==> src/rtl/core/ccf_pkg.sv <==
// Shared types and constants for the 3x3 clamp convolution filter.
// Used by the channel interfaces and every module under rtl/core.
package ccf_pkg;

   localparam int CH_W        = 8;
   localparam int NUM_PORT_CH = 3;
   localparam int PIX_W       = CH_W * NUM_PORT_CH;
   localparam int KSIZE       = 3;
   localparam int WIN_TAPS    = KSIZE * KSIZE;
   localparam int COEF_W      = 16;
   localparam int KROW_W      = COEF_W * KSIZE;
   localparam int DIM_W       = 12;
   localparam int ROW_W       = 11;
   localparam int HEIGHT_CAP  = 2048;
   localparam int DIM_MIN     = 3;
   localparam int PIX_MAX     = 255;
   localparam int PROD_W      = CH_W + 1 + COEF_W;
   localparam int ROWSUM_W    = PROD_W + 2;
   localparam int SUM_W       = ROWSUM_W + 2;
   localparam int QUEUE_DEPTH = 2;
   localparam int CSR_IDX_W   = 3;

   localparam int MAX_WIDTH_DEF      = 2048;
   localparam int NUM_CHANNELS_DEF   = 3;
   localparam int COEF_FRAC_BITS_DEF = 12;

   localparam logic [DIM_W-1:0] RESET_WIDTH  = DIM_W'(640);
   localparam logic [DIM_W-1:0] RESET_HEIGHT = DIM_W'(480);

   localparam logic [CSR_IDX_W-1:0] REG_KERNEL_TOP    = CSR_IDX_W'(0);
   localparam logic [CSR_IDX_W-1:0] REG_KERNEL_MIDDLE = CSR_IDX_W'(1);
   localparam logic [CSR_IDX_W-1:0] REG_KERNEL_BOTTOM = CSR_IDX_W'(2);
   localparam logic [CSR_IDX_W-1:0] REG_IMAGE_WIDTH   = CSR_IDX_W'(3);
   localparam logic [CSR_IDX_W-1:0] REG_IMAGE_HEIGHT  = CSR_IDX_W'(4);

   typedef struct packed {
      logic [WIN_TAPS-1:0][PIX_W-1:0] pix;
      logic                           last;
   } win_type;

   typedef struct packed {
      logic f1_valid;
      logic f1_fire;
   } front_stat_type;

endpackage

==> src/rtl/core/ccf_queue.sv <==
// Two-word queue between window assembly and the multiply-accumulate pipeline.
// Depends on ccf_pkg for the window word type.
module ccf_queue (
   input  logic             clock,
   input  logic             reset,
   input  logic             push_valid,
   output logic             push_ready,
   input  ccf_pkg::win_type push_data,
   output logic             pop_valid,
   input  logic             pop_ready,
   output ccf_pkg::win_type pop_data
);

   localparam int PW = $clog2(ccf_pkg::QUEUE_DEPTH);
   localparam int NW = $clog2(ccf_pkg::QUEUE_DEPTH + 1);

   ccf_pkg::win_type slot_ff [ccf_pkg::QUEUE_DEPTH];
   logic [PW-1:0] wr_ptr_ff, rd_ptr_ff;
   logic [NW-1:0] count_ff, count_in;
   logic          push, pop;

   assign push_ready = (count_ff != NW'(ccf_pkg::QUEUE_DEPTH));
   assign pop_valid  = (count_ff != '0);
   assign push       = push_valid && push_ready;
   assign pop        = pop_valid && pop_ready;
   assign pop_data   = slot_ff[rd_ptr_ff];

   always_comb begin
      count_in = count_ff;
      if (push && !pop) begin
         count_in = count_ff + 1'b1;
      end else if (pop && !push) begin
         count_in = count_ff - 1'b1;
      end
   end

   always_ff @(posedge clock) begin
      if (reset) begin
         wr_ptr_ff <= '0;
         rd_ptr_ff <= '0;
         count_ff  <= '0;
      end else begin
         count_ff <= count_in;
         if (push) begin
            wr_ptr_ff <= (wr_ptr_ff == PW'(ccf_pkg::QUEUE_DEPTH - 1)) ? '0 : wr_ptr_ff + 1'b1;
         end
         if (pop) begin
            rd_ptr_ff <= (rd_ptr_ff == PW'(ccf_pkg::QUEUE_DEPTH - 1)) ? '0 : rd_ptr_ff + 1'b1;
         end
      end
   end

   always_ff @(posedge clock) begin
      if (push) begin
         slot_ff[wr_ptr_ff] <= push_data;
      end
   end

endmodule

==> config.mk <==
export PLATFORM = sky130hd
export DESIGN_NAME = ccf_queue
export DESIGN_NICKNAME = d
export VERILOG_FILES = /design/src/rtl/core/ccf_pkg.sv /design/src/rtl/core/ccf_queue.sv
export SDC_FILE = /design/constraint.sdc
export NUM_CORES = 1
export LEC_CHECK = 0
export ABC_AREA = 0
export ABC_CLOCK_PERIOD_IN_PS = 6400
export BUFFER_PORTS_ARGS = -buffer_cell sky130_fd_sc_hd__clkbuf_2
export CAP_MARGIN = 15
export CORE_AREA = 2 2 190 192
export DETAILED_ROUTE_END_ITERATION = 10
export DIE_AREA = 0 0 192 194
export PLACE_DENSITY_LB_ADDON = 0.12
export SYNTH_ARGS = -nofsm -noshare
export SYNTH_HDL_FRONTEND = slang
export SYNTH_SLANG_ARGS = --single-unit
export TNS_END_PERCENT = 100
==> constraint.sdc <==
create_clock -name clock -period 6.4 [get_ports clock]
set_clock_uncertainty 0.05 [all_clocks]
set_input_delay 0.96 -clock clock [delete_from_list [all_inputs] [get_ports clock]]
set_output_delay 0.96 -clock clock [all_outputs]
set_load 0.05 [all_outputs]
# After elaboration in Yosys (flattened, before gate mapping)
# Memories as Yosys holds them, arrays and structs flattened. A register that Yosys moved wholly into a read port is not among the register bits.
# Index checks and enable logic that the tools add are counted.
[op_classes]
add_sub_neg = 4
eq_ne = 1
muxes = 8
reduce_logical = 8
[ops]
columns = ["operator", "count"]
rows = [
  ["2-to-1 mux 1 bit", 6],
  ["logical AND 1 bit", 4],
  ["2-to-1 mux 2 bit", 2],
  ["nonzero test 2 bit", 2],
  ["adder 1 bit, second input constant", 2],
  ["adder 2 x 1 -> 2 bit, second input constant", 1],
  ["logical NOT 1 bit", 2],
  ["!= test 2 bit, second input constant", 1],
  ["subtractor 2 x 1 -> 2 bit, second input constant", 1],
]
[totals]
ff_bits = 4
mem_bits_rw = 434
input_bits = 221
elab_cells = 25
mem_count = 1
[mem_list]
columns = ["memory", "words", "word_bits", "read_ports", "rd_ports_with_merged_regs", "wr", "line", "rtl"]
rows = [
  ["slot_ff", 2, 217, 1, 1, 1, "ccf_queue.sv:17", "ccf_pkg::win_type slot_ff [ccf_pkg::QUEUE_DEPTH];"],
]

# Logic depth before layout (Yosys ltp)
[depth]
word_depth = 6
mapped_depth = 6
ltp_nobuf = 6

# Worst setup path after synthesis
# Ideal clock, no wire load.
[synth_timing]
path_kind = "register to register"
startpoint = "register count_ff[0]"
endpoint = "memory slot_ff[1][0] (netlist name) (enable)"
setup_ns = 0.606
arrival_time_ns = 6.006
required_ns = 5.744
slack_ns = -0.262
path_stages_with_launch = 3
n_path_buf = 0
period_less_slack_ns = 6.662
path_cell_list = "dfxtp_1 -> nand2b_1 -> and3_1"
[synth_via]
elab_chain_cells = 4
[synth_lines]
columns = ["item", "line", "rtl"]
rows = [
  ["start: declaration", "ccf_queue.sv:19", "logic [NW-1:0] count_ff, count_in;"],
  ["start signal: assignment", "ccf_queue.sv:43", "count_ff <= count_in;"],
  ["!= test 2 bit", "ccf_queue.sv:22", "assign push_ready = (count_ff != NW'(ccf_pkg::QUEUE_DEPTH));"],
  ["named net push_ready", "ccf_queue.sv:7", "output logic push_ready,"],
  ["logical AND 1 bit", "ccf_queue.sv:24", "assign push = push_valid && push_ready;"],
  ["2-to-1 mux 1 bit", "ccf_queue.sv:54", "if (push) begin"],
  ["2-to-1 mux 1 bit (implied by the code)", "ccf_queue.sv:55", "slot_ff[wr_ptr_ff] <= push_data;"],
  ["end: declaration", "ccf_queue.sv:17", ""],
]
# The timed path passes the listed nets, and every way through them passes these cells.

==> results_dict.tcl <==
set metrics [dict create \
    status "finished, final reports clean" \
    fill_cells 2746 \
    min_from "rd_ptr_ff" \
    grt_pass1_wl_um 48900 \
    path_cells "buf_12 -> mux2_2 -> clkbuf_2" \
    pwr_density_cell_nw_per_um2 463 \
    yosys_register_bits 439 \
    switchingPower_mw 3.49 \
    drive_above_1_share_pct 59.9 \
    p_leak_nw 7.91 \
    synth-compound-area-share_pct 0.183 \
    worst_ep_arrival_time_ns 2.33 \
    max_stage_delay_ns 0.52 \
    cts_tree "done" \
    critPathTopFamily "buffers and inverters" \
    die_area_um2 37200 \
    first_global_vias 8349 \
    power.internal_mw 5.96 \
    synth-simple-area-share_pct 0.305 \
    vdd_ir_drop_max_mv 0.549 \
    routed_wl_um 33600 \
    wire_per_inst_um 20.1 \
    nets 1390 \
    ys_seq_area_share_pct 80.0 \
    layout_setup_ws_ns 3.06 \
    clk_pin_slew_worst_paths_ns 0.06 \
    syn_to_final_growth_pct 24.5 \
    synthXorXnorAreaFrac_pct 0.160 \
    r2r_start "count_ff[0]" \
    synth_top_family_by_area "multiplexers" \
    cp_slowest_cell "buf_12" \
    grt_max_degree 123 \
    worst_hold_slack_ns 0.458 \
    core_um2 35200 \
    syn_inst 699 \
    clk_latency_ns 0.53 \
    cts_hold_buf 0 \
    seqPwrFrac_pct 38.9 \
    overflow 0 \
    period_needed_ns 3.34 \
    yosysWarnings 0 \
    drc 0 \
    postRouteAntennaNets 0 \
    path_depth 3 \
    hpwl_um 22300 \
    worst_pin_slew_ns 1.04 \
    sw_frac_of_total_pct 37.0 \
    worstSetupPathType "reg -> out" \
    die_h_um 194 \
    maxCapViolCount 0 \
    numCtsBuffers 45 \
    synth_area_um2 16400 \
    io_pins 440 \
    clock.fmax_ghz 0.299 \
    row_count 69 \
    gp_congestion 0.755 \
    mostFrequentLayoutCell "clkbuf_2" \
    critical_path_buf_inv_count 2 \
    hold_depth 2 \
    setup_tns_ns 0 \
    final_cell_mix "439 x clkbuf_2, 434 x edfxtp_1, 130 x mux2_4" \
    timing.rr.end "slot_ff[0][192]" \
    hp-class "reg -> reg" \
    numClockSinks 439 \
    cts-root-buf "clkbuf_16" \
    cts_resized 0 \
    power_mw 9.45 \
    vias 8114 \
    antenna_found_initial 6 \
    synth.avg_cell_area_um2 23.5 \
    synth_nets 921 \
    drt_iter0_drc 384 \
    post-route-period-util_pct 52.2 \
    min_to "rd_ptr_ff" \
    fp.dieW_um 192 \
    critPathLaunchType "flop" \
    rsz0062_at_grt "no" \
    ctsHtreeMaxLevel 2 \
    cts_max_path_buffers 3 \
    first_pass_iters 4 \
    cp_data_required_time_ns 5.39 \
    numPortBuffers 439 \
    combinationalPowerShare_pct 35.9 \
    dp_slack_ns 3.17 \
    cp-end-kind "primary output" \
    r2r_setup_slack_ns 3.59 \
    start_util_pct 46.6 \
    track_usage_pct 17.6 \
    cp_max_fo 121 \
    relSlewSlack_pct 30.5 \
    p_clk_share_pct 25.1 \
    synth_fa_ha_area_share_pct 0.0763 \
    setup_violations 0 \
    drv_slew 0 \
    post_drt_via_cell_ratio 4.86 \
    hold_viol 0 \
    ff2ff_path_depth 4 \
    synthDistinctLibCells 19 \
    post_cts_buffers 0 \
    synth_mux_area_share_pct 17.9 \
]
==> worst reg2reg max path, cell delays in order (launching register included) <==
cell      delay (ns)
dfxtp_1         0.40
nand2b_1        0.21
nand3b_1        0.22
inv_8           0.60
buf_4           0.91
==> synth_stat cells <==
cell / count / share of area, %
a21bo_2: 1 / 0.061
a21oi_1: 2 / 0.061
and2_1: 1 / 0.038
and3_1: 1 / 0.038
buf_2: 8 / 0.24
buf_6: 16 / 1.1
dfxtp_1: 5 / 0.61
edfxtp_1: 434 / 79
ha_1: 1 / 0.076
inv_1: 1 / 0.023
mux2_2: 87 / 6.0
mux2_4: 130 / 12
nand2b_1: 1 / 0.038
nand3b_1: 1 / 0.046
nor2_1: 3 / 0.069
o21ai_0: 2 / 0.061
or2_2: 1 / 0.038
or3_1: 1 / 0.038
xor2_1: 3 / 0.16
==> power groups by stage <==
stage               Combinational, mW  Sequential (mW)  Clock, mW
global route                     3.55             3.71       2.57
finish                           3.40             3.67       2.38
global placement                 3.43             3.72          0
CTS                              3.44             3.68       2.45
detailed placement               3.43             3.74          0
floorplan                        2.75             3.77          0
==> worst max-delay path by stage <==
stage               start               to  slack, ns
2_1_floorplan  push_valid    slot_ff[0][0]       0.54
3_3_place_gp   push_valid  slot_ff[0][185]       3.15
3_5_place_dp   push_valid  slot_ff[0][185]       3.17
4_1_cts              flop    pop_data[205]       3.04
5_1_grt              flop     pop_data[10]       2.98
6_report             flop     pop_data[10]       3.06
==> per-layer routing <==
metal / up-vias / global-route usage [%] / part of all wire [%] / routed length [um]
met4: 2 / 5.88 / 2.7 / 892
li1: 3736 / - / - / -
met3: 52 / 7.19 / 10 / 3380
met2: 313 / 29.5 / 49 / 16600
met5: - / 0 / 0.036 / 12
met1: 4011 / 20.3 / 38 / 12700
==> area by class of cell <==
| type | instances | area [um^2] | area share [%] |
|---|---|---|---|
| timing repair buffer | 446 | 2290 | 11.2 |
| clock buffer | 60 | 1220 | 6.00 |
| inverter | 1 | 11.3 | 0.0551 |
| multi-input combinational | 235 | 3060 | 15.0 |
| tap | 461 | 577 | 2.82 |
| antenna | 5 | 12.5 | 0.0613 |
| clock inverter | 21 | 116 | 0.570 |
| sequential | 439 | 13100 | 64.3 |
==> sequential cells by signal (all words and copies together), names as in the netlist, named ones only <==
| signal | flops |
|---|---|
| rd_ptr_ff | 1 |
| count_ff | 2 |
| slot_ff | 434 |
| wr_ptr_ff | 1 |
==> cells by family (layout without fill, tap and decap cells) <==
group / Yosys count / count (layout)
DFF: 439 / 439
muxes: 217 / 217
buffers and inverters: 25 / 528
and+or+nand+nor: 9 / 9
AOI/OAI and AO/OA: 5 / 5
xor gates and xnor gates: 3 / 3
adders and majority gates: 1 / 1
other: 0 / 5
==> per-stage QoR <==
| step | utilization [%] | cell area (um^2) | instances |
|---|---|---|---|
| floorplan | - | 16400 | 699 |
| global placement | 54.1 | 19100 | 1582 |
| detailed placement | 54.1 | 19100 | 1582 |
| CTS | 57.9 | 20400 | 1663 |
| global route | 58.0 | 20400 | 1667 |
| finish | 58.0 | 20400 | 1668 |
Note: power is estimated with default switching activity, not from simulation.
